<file path="src/design/fgre_pkg.sv">
// ----------------------------------------------------------------------------
// fgre_pkg: shared types and codes of the frame geometry remap engine
// Register indexes, mode codes, the configuration record and the status
// record that the fetch sequencer hands to the top level.
// ----------------------------------------------------------------------------
package fgre_pkg;

	// Width of one stored BGR pixel.
	localparam int PIX_W = 24;

	// Operation codes of an input item.
	localparam logic OP_LOAD  = 1'b0;
	localparam logic OP_FETCH = 1'b1;

	// Transform modes; codes 6 and 7 behave as a horizontal flip.
	localparam logic [2:0] MODE_FLIP_H = 3'd0;
	localparam logic [2:0] MODE_FLIP_V = 3'd1;
	localparam logic [2:0] MODE_ROT_R  = 3'd2;
	localparam logic [2:0] MODE_ROT_L  = 3'd3;
	localparam logic [2:0] MODE_CROP   = 3'd4;
	localparam logic [2:0] MODE_SCALE  = 3'd5;

	// Configuration register indexes.
	localparam logic [2:0] REG_MODE       = 3'd0;
	localparam logic [2:0] REG_SRC_WIDTH  = 3'd1;
	localparam logic [2:0] REG_SRC_HEIGHT = 3'd2;
	localparam logic [2:0] REG_WIN_X      = 3'd3;
	localparam logic [2:0] REG_WIN_Y      = 3'd4;
	localparam logic [2:0] REG_OUT_WIDTH  = 3'd5;
	localparam logic [2:0] REG_OUT_HEIGHT = 3'd6;

	// Raw configuration register contents.
	typedef struct packed {
		logic [2:0] mode;
		logic [8:0] src_width;
		logic [8:0] src_height;
		logic [7:0] win_x;
		logic [7:0] win_y;
		logic [8:0] out_width;
		logic [8:0] out_height;
	} cfg_t;

	// Status of a finished fetch, valid for one cycle.
	typedef struct packed {
		logic valid;
		logic last;
		logic err;
	} fetch_res_t;

	// Fetch sequencer states.
	typedef enum logic [2:0] {
		FS_IDLE,
		FS_COORD,
		FS_DIV,
		FS_LIN,
		FS_RED,
		FS_ADDR,
		FS_READ,
		FS_RESULT
	} fetch_state_t;

endpackage

</file>
<file path="src/design/fgre_div.sv">
// ----------------------------------------------------------------------------
// fgre_div: iterative divider for the scale source index
// Restoring division that produces one quotient bit per cycle. The caller
// guarantees that the quotient fits in CW bits and the divisor is nonzero.
// ----------------------------------------------------------------------------
module fgre_div #(
	parameter int MAX_DIM = 256,
	localparam int DIM_W = $clog2(MAX_DIM + 1),
	localparam int CW = $clog2(MAX_DIM),
	localparam int VW = $clog2(MAX_DIM * MAX_DIM)
) (
	input  logic             clk,
	input  logic             arst_n,
	input  logic             start,
	input  logic [VW-1:0]    num,
	input  logic [DIM_W-1:0] den,
	output logic             done,
	output logic [CW-1:0]    quo
);

	localparam int DVW = DIM_W + CW;
	localparam int SW = (CW > 1) ? $clog2(CW) : 1;

	logic           run_q;
	logic           done_q;
	logic [SW-1:0]  step_q;
	logic [DVW-1:0] rem_q;
	logic [DVW-1:0] ds_q;
	logic [CW-1:0]  quo_q;
	logic           ge;

	assign ge = (rem_q >= ds_q);

	// Step control.
	always_ff @(posedge clk or negedge arst_n) begin
		if (!arst_n) begin
			run_q  <= 1'b0;
			done_q <= 1'b0;
			step_q <= '0;
		end else if (start) begin
			run_q  <= 1'b1;
			done_q <= 1'b0;
			step_q <= SW'(CW - 1);
		end else begin
			done_q <= run_q && (step_q == '0);
			if (run_q) begin
				if (step_q == '0) begin
					run_q <= 1'b0;
				end else begin
					step_q <= step_q - SW'(1);
				end
			end
		end
	end

	// Partial remainder, shifted divisor and quotient bits.
	always_ff @(posedge clk) begin
		if (start) begin
			rem_q <= DVW'(num);
			ds_q  <= DVW'(den) << (CW - 1);
			quo_q <= '0;
		end else if (run_q) begin
			if (ge) begin
				rem_q <= rem_q - ds_q;
			end
			ds_q  <= ds_q >> 1;
			quo_q <= CW'({quo_q, ge});
		end
	end

	assign done = done_q;
	assign quo  = quo_q;

endmodule

</file>
<file path="src/design/fgre_fetch.sv">
// ----------------------------------------------------------------------------
// fgre_fetch: fetch sequencer
// Walks the output raster, maps each output pixel to a source coordinate,
// turns it into a frame store address and issues the read.
// ----------------------------------------------------------------------------
module fgre_fetch #(
	parameter int MAX_DIM = 256,
	parameter int MAX_PIXELS = 65536,
	localparam int DIM_W = $clog2(MAX_DIM + 1),
	localparam int AW = $clog2(MAX_PIXELS)
) (
	input  logic                   clk,
	input  logic                   arst_n,
	input  logic                   go,
	input  fgre_pkg::cfg_t         cfg,
	input  logic [DIM_W-1:0]       src_w,
	input  logic [DIM_W-1:0]       src_h,
	output logic                   busy,
	output logic                   rd_en,
	output logic [AW-1:0]          rd_addr,
	output fgre_pkg::fetch_res_t   res
);

	localparam int CW = $clog2(MAX_DIM);
	localparam int VW = $clog2(MAX_DIM * MAX_DIM);
	localparam int XW = ((DIM_W > 9) ? DIM_W : 9) + 1;
	localparam int PRW = CW + DIM_W;
	localparam int L = $clog2(MAX_PIXELS);
	localparam int K = VW + L;
	localparam int RW = VW + 2;
	localparam int PW = VW + RW;
	localparam logic [63:0] RECIP_FULL =
		((64'd1 << K) + 64'(MAX_PIXELS) - 64'd1) / 64'(MAX_PIXELS);
	localparam logic [RW-1:0] RECIP = RECIP_FULL[RW-1:0];

	fgre_pkg::fetch_state_t state_q, state_d;

	logic [CW-1:0]    row_q, col_q;
	logic [CW-1:0]    r_q, c_q;
	logic [DIM_W-1:0] ow_q, oh_q;
	logic             err_q;
	logic [CW-1:0]    sx_q, sy_q;
	logic [VW-1:0]    lin_q;
	logic [VW-1:0]    qm_q;
	logic [AW-1:0]    addr_q;

	logic [XW-1:0] w_x, h_x, ow_x, oh_x, ow_cl, oh_cl;
	logic [XW-1:0] r_x, c_x, sx_x, sy_x;
	logic          geo_ok, restart;
	logic          col_end, row_end;
	logic          div_start, div_done_c, div_done_r;
	logic [CW-1:0] quo_c, quo_r;
	logic [VW-1:0] num_c, num_r;
	logic [PRW-1:0] prod_c, prod_r, lin_v;
	logic [PW-1:0] recip_prod, recip_shift;
	logic [VW-1:0] addr_v;

	// Output size and window check for the item being accepted.
	always_comb begin
		w_x   = XW'(src_w);
		h_x   = XW'(src_h);
		ow_cl = (XW'(cfg.out_width) > XW'(MAX_DIM)) ? XW'(MAX_DIM) : XW'(cfg.out_width);
		oh_cl = (XW'(cfg.out_height) > XW'(MAX_DIM)) ? XW'(MAX_DIM) : XW'(cfg.out_height);
		case (cfg.mode)
			fgre_pkg::MODE_ROT_R, fgre_pkg::MODE_ROT_L: begin
				ow_x   = h_x;
				oh_x   = w_x;
				geo_ok = 1'b1;
			end
			fgre_pkg::MODE_CROP: begin
				ow_x   = XW'(cfg.out_width);
				oh_x   = XW'(cfg.out_height);
				geo_ok = (ow_x != '0) && (oh_x != '0) &&
					(XW'(cfg.win_x) + ow_x <= w_x) &&
					(XW'(cfg.win_y) + oh_x <= h_x);
			end
			fgre_pkg::MODE_SCALE: begin
				ow_x   = ow_cl;
				oh_x   = oh_cl;
				geo_ok = (ow_x != '0) && (oh_x != '0);
			end
			default: begin
				ow_x   = w_x;
				oh_x   = h_x;
				geo_ok = 1'b1;
			end
		endcase
		restart = (XW'(row_q) >= oh_x) || (XW'(col_q) >= ow_x);
	end

	// Source coordinate for every mode except scale.
	always_comb begin
		r_x = XW'(r_q);
		c_x = XW'(c_q);
		case (cfg.mode)
			fgre_pkg::MODE_FLIP_V: begin
				sx_x = c_x;
				sy_x = h_x - XW'(1) - r_x;
			end
			fgre_pkg::MODE_ROT_R: begin
				sx_x = w_x - XW'(1) - r_x;
				sy_x = c_x;
			end
			fgre_pkg::MODE_ROT_L: begin
				sx_x = r_x;
				sy_x = h_x - XW'(1) - c_x;
			end
			fgre_pkg::MODE_CROP: begin
				sx_x = XW'(cfg.win_x) + c_x;
				sy_x = (h_x + r_x) - (XW'(cfg.win_y) + XW'(oh_q));
			end
			fgre_pkg::MODE_SCALE: begin
				sx_x = '0;
				sy_x = '0;
			end
			default: begin
				sx_x = w_x - XW'(1) - c_x;
				sy_x = r_x;
			end
		endcase
	end

	// Scale numerators feed the dividers, which register them at start.
	assign prod_c    = PRW'(c_q) * PRW'(src_w);
	assign prod_r    = PRW'(r_q) * PRW'(src_h);
	assign num_c     = VW'(prod_c);
	assign num_r     = VW'(prod_r);
	assign div_start = (state_q == fgre_pkg::FS_COORD) && (cfg.mode == fgre_pkg::MODE_SCALE);

	fgre_div #(.MAX_DIM(MAX_DIM)) u_div_col (
		.clk    (clk),
		.arst_n (arst_n),
		.start  (div_start),
		.num    (num_c),
		.den    (ow_q),
		.done   (div_done_c),
		.quo    (quo_c)
	);

	fgre_div #(.MAX_DIM(MAX_DIM)) u_div_row (
		.clk    (clk),
		.arst_n (arst_n),
		.start  (div_start),
		.num    (num_r),
		.den    (oh_q),
		.done   (div_done_r),
		.quo    (quo_r)
	);

	// Linear index, then its reduction modulo the store depth by reciprocal.
	assign lin_v       = PRW'(sy_q) * PRW'(src_w) + PRW'(sx_q);
	assign recip_prod  = PW'(lin_q) * PW'(RECIP);
	assign recip_shift = recip_prod >> K;
	assign addr_v      = lin_q - (qm_q * VW'(MAX_PIXELS));

	// End of row and last row for the current pixel.
	assign col_end = (XW'(c_q) + XW'(1) >= XW'(ow_q));
	assign row_end = (XW'(r_q) + XW'(1) >= XW'(oh_q));

	// State register.
	always_ff @(posedge clk or negedge arst_n) begin
		if (!arst_n) begin
			state_q <= fgre_pkg::FS_IDLE;
		end else begin
			state_q <= state_d;
		end
	end

	// Next state and outputs.
	always_comb begin
		state_d   = state_q;
		busy      = (state_q != fgre_pkg::FS_IDLE);
		rd_en     = 1'b0;
		rd_addr   = addr_q;
		res.valid = 1'b0;
		res.err   = err_q;
		res.last  = err_q || (col_end && row_end);
		case (state_q)
			fgre_pkg::FS_IDLE: begin
				if (go) begin
					state_d = geo_ok ? fgre_pkg::FS_COORD : fgre_pkg::FS_RESULT;
				end
			end
			fgre_pkg::FS_COORD: begin
				state_d = (cfg.mode == fgre_pkg::MODE_SCALE) ?
					fgre_pkg::FS_DIV : fgre_pkg::FS_LIN;
			end
			fgre_pkg::FS_DIV: begin
				if (div_done_c && div_done_r) begin
					state_d = fgre_pkg::FS_LIN;
				end
			end
			fgre_pkg::FS_LIN: begin
				state_d = fgre_pkg::FS_RED;
			end
			fgre_pkg::FS_RED: begin
				state_d = fgre_pkg::FS_ADDR;
			end
			fgre_pkg::FS_ADDR: begin
				state_d = fgre_pkg::FS_READ;
			end
			fgre_pkg::FS_READ: begin
				rd_en   = 1'b1;
				state_d = fgre_pkg::FS_RESULT;
			end
			fgre_pkg::FS_RESULT: begin
				res.valid = 1'b1;
				state_d   = fgre_pkg::FS_IDLE;
			end
			default: begin
				state_d = fgre_pkg::FS_IDLE;
			end
		endcase
	end

	// Output raster position, advanced when a result leaves.
	always_ff @(posedge clk or negedge arst_n) begin
		if (!arst_n) begin
			row_q <= '0;
			col_q <= '0;
		end else if (state_q == fgre_pkg::FS_RESULT) begin
			if (err_q) begin
				row_q <= '0;
				col_q <= '0;
			end else if (!col_end) begin
				row_q <= r_q;
				col_q <= c_q + CW'(1);
			end else if (!row_end) begin
				row_q <= r_q + CW'(1);
				col_q <= '0;
			end else begin
				row_q <= '0;
				col_q <= '0;
			end
		end
	end

	// Per item datapath registers.
	always_ff @(posedge clk) begin
		if ((state_q == fgre_pkg::FS_IDLE) && go) begin
			ow_q  <= DIM_W'(ow_x);
			oh_q  <= DIM_W'(oh_x);
			err_q <= !geo_ok;
			r_q   <= restart ? '0 : row_q;
			c_q   <= restart ? '0 : col_q;
		end
		if (state_q == fgre_pkg::FS_COORD) begin
			sx_q <= CW'(sx_x);
			sy_q <= CW'(sy_x);
		end
		if ((state_q == fgre_pkg::FS_DIV) && div_done_c) begin
			sx_q <= quo_c;
			sy_q <= quo_r;
		end
		if (state_q == fgre_pkg::FS_LIN) begin
			lin_q <= VW'(lin_v);
		end
		if (state_q == fgre_pkg::FS_RED) begin
			qm_q <= VW'(recip_shift);
		end
		if (state_q == fgre_pkg::FS_ADDR) begin
			addr_q <= AW'(addr_v);
		end
	end

endmodule

</file>
<file path="config.mk">
export PLATFORM = sky130hd
export DESIGN_NAME = fgre_fetch
export DESIGN_NICKNAME = d
export VERILOG_FILES = /design/src/design/fgre_pkg.sv /design/src/design/fgre_div.sv /design/src/design/fgre_fetch.sv
export SDC_FILE = /design/constraint.sdc
export NUM_CORES = 1
export LEC_CHECK = 0
export ABC_CLOCK_PERIOD_IN_PS = 13500
export BUFFER_PORTS_ARGS = -buffer_cell sky130_fd_sc_hd__buf_4
export CAP_MARGIN = 20
export CORE_MARGIN = 1.5
export CORE_UTILIZATION = 50
export CTS_CLUSTER_DIAMETER = 60
export CTS_CLUSTER_SIZE = 20
export DETAILED_ROUTE_END_ITERATION = 8
export PLACE_DENSITY_LB_ADDON = 0.05
export SLEW_MARGIN = 10
export SYNTH_ARGS = -nofsm -noshare
export SYNTH_HDL_FRONTEND = slang
export SYNTH_SLANG_ARGS = --single-unit
</file>
<file path="constraint.sdc">
create_clock -name clk -period 13.5 [get_ports clk]
set_input_delay 2.7 -clock clk [delete_from_list [all_inputs] [get_ports clk]]
set_output_delay 2.7 -clock clk [all_outputs]
set_load 0.03 [all_outputs]
</file>
==> impl_metrics.csv, run 1 <==
group,metric,value,unit
outcome,outcome,"finished, final reports clean",
clock_tree,htree_num_levels,4,
floorplanning,die_area,43230,µm²
run,maxCapViolations,0,
worst_setup_path,worstSetupStartpointType,"flip-flop",
placement,placed_area,21990,µm²
hold_path,min_path_type,"flip-flop to flip-flop",
worst_setup_path,crit_fanout,18,
sta,holdWs,420.1,ps
clock_tree,cts.clk_slew.worst_paths,80,ps
logic_synthesis,synth.top_cell.area_share,19.02,%
sta,fin_crit,6809,ps
logic_synthesis,synthArstFlopShare,14.95,%
logic_synthesis,syn-cell-area,21000,µm²
pwr,p_leak,0.01050,µW
cells_and_area,final_core_util,54.99,%
clock_tree,insertion_delay,500,ps
sta,max_freq,146.9,MHz
global_route,grt_first_pass_wirelength,85570,µm
logic_synthesis,synth-edff-count,133,
sta,relSlewSlack,28.45,%
worst_setup_path,required,10800,ps
logic_synthesis,ys_warn_count,0,
worst_setup_path,end_kind,"output port",
floorplanning,initial_core_util,51.07,%
global_route,grt_max_degree,67,
logic_synthesis,yosys-top-cells-count,"342 x inv_1, 249 x ha_1, 196 x nand2_1",
clock_tree,cts_tree,"done",
logic_synthesis,syn_inst,2327,
sta,slew_violations,0,
sta,period_share,50.44,%
detailed_routing,avgViaCountPerCell,5.622,
worst_setup_path,crit_type,"flip-flop to output port",
global_route,antenna_found_initial,0,
detailed_routing,drt-total-wl,53030,µm
floorplanning,dieWidth,207.9,µm
cells_and_area,fill_cells,3820,
logic_synthesis,syn_avg_cell_area,9.022,µm²
logic_synthesis,synth_ff_type,"edfxtp_1",
detailed_routing,drt_iter0_markers,1052,
cells_and_area,layout-drive-gt1-share,6.253,%
floorplanning,die_y,207.9,µm
cells_and_area,final_area,22610,µm²
floorplanning,pin_count,97,
logic_synthesis,synthesis.nets,2804,
pwr,peakVddDrop,174.5,µV
clock_tree,root_buffer,"clkbuf_16",
sta,finalSetupTns,0,ps
logic_synthesis,synthTopCellsByArea,"edfxtp_1 19%, ha_1 15%, fa_1 14%",
detailed_routing,dr_total_vias,16210,
clock_tree,numClockSinks,194,
global_route,grt_pass1_vias,15900,
logic_synthesis,synth.distinct_cells,74,
placement,io_buffers,78,
worst_setup_path,worstPathArrival,4110,ps
floorplanning,coreArea,41110,µm²
clock_tree,cts-buffers-inserted,17,
detailed_routing,wl_per_cell,18.39,µm
placement,place_hpwl,40800,µm
global_route,gr-total-overflow,0,
sta,fin_worst_skew,20.97,ps
logic_synthesis,ys_seq_area_share,25.53,%
global_route,grtUsageTotal,25.39,%
logic_synthesis,ys_ff_latch,194,
sta,worstMarginPinSlew,1071,ps
clock_tree,cts_buffer_depth,2,
clock_tree,post_cts_buffers,0,
logic_synthesis,yosys.area.top_type,"edfxtp_1",
cells_and_area,diodes,0,
sta,finalHoldViolCount,0,
cells_and_area,fin_nets,2815,
sta,rsz0062_at_grt,"false",
floorplanning,core.rowCount,74,
clock_tree,postCtsResizedCells,0,
placement,place_congestion,0.9056,
logic_synthesis,synth.most_common_cell,"inv_1",
cells_and_area,area_growth,7.670,%
detailed_routing,firstDrtPassIters,5,
detailed_routing,drc,0,
detailed_routing,ant_nets,0,
clock_tree,cts_hold_buf,0,
sta,setup_violations,0,
pwr,powerDensity,239.7,nW/µm²
## through the flow
step,std cells,worst slack [ps],power (µW)
floorplan,2327,6477,4115
global placement,2848,6276,4808
detailed placement,2849,6219,4899
CTS,2881,6677,5471
global route,2883,6344,6080
finish,2883,6691,5418
## worst paths after layout
path	start	to	slack (ps)	depth (start not counted)
min reg2reg	lin_q[7]	rd_addr[7]	420	0
min in group asynchronous	arst_n	row_q[2]	2140	1
max reg2reg	r_q[6]	u_div_row.rem_q[15]	8080	16
min	lin_q[7]	rd_addr[7]	420	0
max in group asynchronous	arst_n	state_q[0]	10980	1
max	c_q[1]	res[1]	6690	10
## cell type report
cell class,instances,area (µm²),share of cell area (%)
Multi-Input combinational cell,1691,13980,61.86
Sequential cell,194,5360,23.71
Inverter,343,1287,5.695
Timing Repair Buffer,91,703.2,3.111
Tap cell,532,665.6,2.945
Clock buffer,21,471.7,2.087
Clock inverter,11,132.6,0.5867
## state kept, by name, indices dropped and copies added (netlist names), 9 cells and up
name and count:
oh_q 9, lin_q 16, ow_q 9, u_div_row.rem_q 17, u_div_row.ds_q 16, u_div_col.rem_q 17
rd_addr 16, u_div_col.ds_q 16
## placed cells by master, fill, tap and decap left out, drive strengths merged, types with 21 or more instances in the layout
cell type  synthesis  final
nand2            196    196
buf               15     91
xor2              37     37
o21a              33     33
and2             151    151
o21ai            122    122
nor2             130    130
clkbuf            84     21
nor2b             21     21
fa               152    152
ha               249    249
nor3              41     41
dfrtp             29     29
a21o              30     30
inv              342    350
edfxtp           133    133
mux2i             54     54
a21oi            120    120
nand3             42     42
xnor2             88     88
dfxtp             32     32
## kinds of logic (layout without fill, tap and decap cells)
kind of cell	count (synthesis)	after routing	synth area share (%)
adder cells (fa/ha/maj)	401	401	29.33
buffers and inverters	442	466	7.956
multiplexers	64	64	3.111
AO/OA/AOI/OAI	440	440	13.28
flip-flops	194	194	25.53
AND/OR/NAND/NOR	661	661	15.54
XOR/XNOR	125	125	5.250
## routing by layer
layer / up-vias / track usage [%] / routed length, µm
li1: 7853 / - / -
met1: 7868 / 35.09 / 24480
met2: 434 / 41.38 / 24600
met3: 54 / 3.758 / 2963
met4: 0 / 7.400 / 983
met5: - / 0 / 0
## critical path, cell delays in order (launching register included)
cell	delay, ps
edfxtp_1	900
ha_1	320
nand3_1	130
nor2_1	240
xor2_1	310
ha_1	310
a2111oi_0	460
o21a_1	410
nor2_2	140
a21o_1	210
buf_4	170
## where the power goes
group          switching (µW)  leakage [µW]  internal [µW]
combinational            2060       0.00833           1620
sequential                168       0.00187           1040
clock                     255      0.000297            278
total                    2480        0.0105           2940
(Power assumes the default switching activity.)
==> run 2: changes to the inputs <==
Settings changed: ABC_AREA set to 1, ABC_CLOCK_PERIOD_IN_PS 13500 to 6000.
Clock period 13.5 ns to 6 ns, I/O delays scaled along.
==> run 2 against run 1 <==
Net effect: first-iteration DRC count is 15% higher; critical path depth is 9 higher; utilization is 0.60 points lower; global-route usage is 2.1 points higher; register-to-register slack worse by 7200 ps.
==> impl_metrics.csv, run 2 <==
group,metric,value,unit
global_route,gr-total-overflow,0,
logic_synthesis,yosys-top-cells-count,"663 x inv_1, 641 x nand2_1, 249 x ha_1",
global_route,busiest_layer,"met2",
worst_setup_path,required,6260,ps
outcome,outcome,"finished, final reports clean",
global_route,grt_use_met2,46.92,%
global_route,grt_first_pass_wirelength,94830,µm
cells_and_area,fill_cells,4191,
cells_and_area,multi_input_area,13370,µm²
sta,slew_violations,0,
logic_synthesis,synthTopCellsByArea,"edfxtp_1 18%, ha_1 14%, fa_1 14%",
placement,placed_area,22700,µm²
sta,finalHoldViolCount,0,
clock_tree,cts_hold_buf,0,
cells_and_area,diodes,0,
floorplanning,core.rowCount,76,
placement,place_congestion,0.9043,
worst_setup_path,worstSetupStartpointType,"flip-flop",
pwr,p_leak,0.01257,µW
logic_synthesis,synth-edff-count,133,
detailed_routing,drc,0,
logic_synthesis,ys_ff_latch,194,
clock_tree,numClockSinks,194,
worst_setup_path,end_kind,"flip-flop",
floorplanning,die_area,44510,µm²
clock_tree,root_buffer,"clkbuf_16",
detailed_routing,ant_nets,0,
sta,fin_crit,5123,ps
global_route,grt_use_met3,3.836,%
detailed_routing,firstDrtPassIters,7,
detailed_routing,wl_per_cell,16.64,µm
cells_and_area,layout-drive-gt1-share,5.701,%
clock_tree,cts_tree,"done",
clock_tree,insertion_delay,500,ps
detailed_routing,dr_total_vias,18170,
logic_synthesis,synth.top_cell.area_share,18.47,%
sta,finalSetupTns,0,ps
hold_path,min_path_type,"flip-flop to flip-flop",
logic_synthesis,syn-cell-area,21620,µm²
clock_tree,postCtsResizedCells,0,
logic_synthesis,synth_ff_type,"edfxtp_1",
worst_setup_path,crit_fanout,17,
cells_and_area,final_area,23330,µm²
clock_tree,htree_num_levels,4,
clock_tree,post_cts_buffers,0,
sta,fin_worst_skew,18.87,ps
sta,worstMarginPinSlew,899.5,ps
logic_synthesis,synth.most_common_cell,"inv_1",
logic_synthesis,synthesis.nets,3336,
worst_setup_path,worstPathArrival,5380,ps
logic_synthesis,syn_avg_cell_area,7.564,µm²
global_route,use_met1,36.01,%
floorplanning,coreArea,42890,µm²
cells_and_area,reg_top3,"u_div_col.rem_q (17), u_div_row.rem_q (17)",
logic_synthesis,yosys.area.top_type,"edfxtp_1",
worst_setup_path,r2r_slack,880,ps
global_route,grt_max_degree,78,
logic_synthesis,synth.distinct_cells,46,
global_route,grtUsageTotal,27.49,%
pwr,peakVddDrop,415.1,µV
logic_synthesis,synthArstFlopShare,14.95,%
sta,max_freq,195.2,MHz
detailed_routing,drt_iter0_markers,1207,
cells_and_area,final_common_cell,"inv_1",
sta,rsz0062_at_grt,"false",
pwr,powerDensity,529.9,nW/µm²
placement,io_buffers,78,
clock_tree,cts_buffer_depth,2,
logic_synthesis,syn_inst,2859,
global_route,grt_pass1_vias,17930,
logic_synthesis,ys_warn_count,0,
sta,period_share,85.38,%
worst_setup_path,crit_type,"flip-flop to flip-flop",
floorplanning,initial_core_util,50.42,%
clock_tree,cts.clk_slew.worst_paths,80,ps
cells_and_area,fin_nets,3358,
sta,relSlewSlack,40.03,%
placement,place_hpwl,45600,µm
detailed_routing,drt-total-wl,57890,µm
global_route,antenna_found_initial,0,
cells_and_area,area_growth,7.869,%
clock_tree,cts-buffers-inserted,17,
floorplanning,die_y,211.0,µm
floorplanning,pin_count,97,
sta,setup_violations,0,
logic_synthesis,ys_seq_area_share,24.79,%
run,maxCapViolations,0,
cells_and_area,seq_area,5360,µm²
floorplanning,dieWidth,211.0,µm
cells_and_area,final_cell_mix,"663 x inv_1, 641 x nand2_1, 249 x ha_1, 195 x a21oi_1, 152 x fa_1",
detailed_routing,avgViaCountPerCell,5.222,
[run 2: changes by cell type after synthesis, sizes merged, moves of 25 or more]
cell,delta
nand2,+447
inv,+325
and2,-151
a21oi,+75
nand3,+65
xnor2,-60
mux2i,-54
o21ai,+32
o21a,-31
a21o,-26
nor2,+26
clkbuf,-25
[run 2: cell type report]
class                   instances  area share, %
flip-flops and latches        194          22.98
clock inverters                13         0.6490
well taps                     585          3.138
multi-input cells            1903          57.31
clock buffers                  19          2.038
inverters                     667          10.73
repair buffers                 98          3.154
[run 2: through the flow]
| step | total power, µW | std cells | util [%] | hold slack (ps) | worst slack (ps) |
|---|---|---|---|---|---|
| 2_1_floorplan | 9181 | 2859 | - | 400.3 | 431.2 |
| 3_3_place_gp | 10940 | 3447 | 52.93 | 401.3 | 478.2 |
| 3_5_place_dp | 11120 | 3447 | 52.93 | 407.0 | 442.0 |
| 4_1_cts | 12440 | 3479 | 54.39 | 424.2 | 939.7 |
| 5_1_grt | 13900 | 3479 | 54.39 | 429.7 | 639.9 |
| 6_report | 12360 | 3479 | 54.39 | 423.4 | 877.2 |
[run 2: path summary, 6_finish.rpt]
path | from | endpoint | depth (start not counted)
setup reg to reg | r_q[5] | u_div_row.rem_q[15] | 19
hold reg to reg | lin_q[12] | rd_addr[12] | 0
min in group asynchronous | arst_n | u_div_col.step_q[1] | 1
max in group asynchronous | arst_n | col_q[5] | 1
setup / recovery | r_q[5] | u_div_row.rem_q[15] | 19
hold / removal | lin_q[12] | rd_addr[12] | 0
[run 2: kinds of logic after synthesis]
family / after synthesis / synth area share [%]
DFF: 194 / 24.79
adders and majority gates: 401 / 28.48
AOI/OAI and AO/OA: 439 / 11.13
and+or+nand+nor: 974 / 18.57
buffers and inverters: 762 / 13.43
xor gates and xnor gates: 89 / 3.605
[run 2: routing by layer]
| metal | up-vias | share of wire, % |
|---|---|---|
| met5 | - | 0 |
| met4 | 0 | 2.7 |
| met3 | 83 | 5.1 |
| met2 | 461 | 48 |
| met1 | 8605 | 44 |
| li1 | 9019 | - |
[run 2: power by group]
| group | internal [µW] | switching (µW) |
|---|---|---|
| Combinational | 3230 | 5210 |
| Sequential | 2360 | 331 |
| Clock | 609 | 630 |
| Total | 6190 | 6170 |
[run 2: critical path, cell delays in order, from the launching register on]
cell	delay, ps
edfxtp_1	930
nand2_1	170
fa_1	500
fa_1	540
inv_1	50
fa_1	560
inv_1	70
fa_1	530
inv_1	40
ha_1	330
nand2_1	80
nor3_1	190
nand3_1	160
nand3_1	120
nand2_1	70
nand2_1	70
a21oi_1	70
or2_2	270
nand2_1	60
nand2_1	40
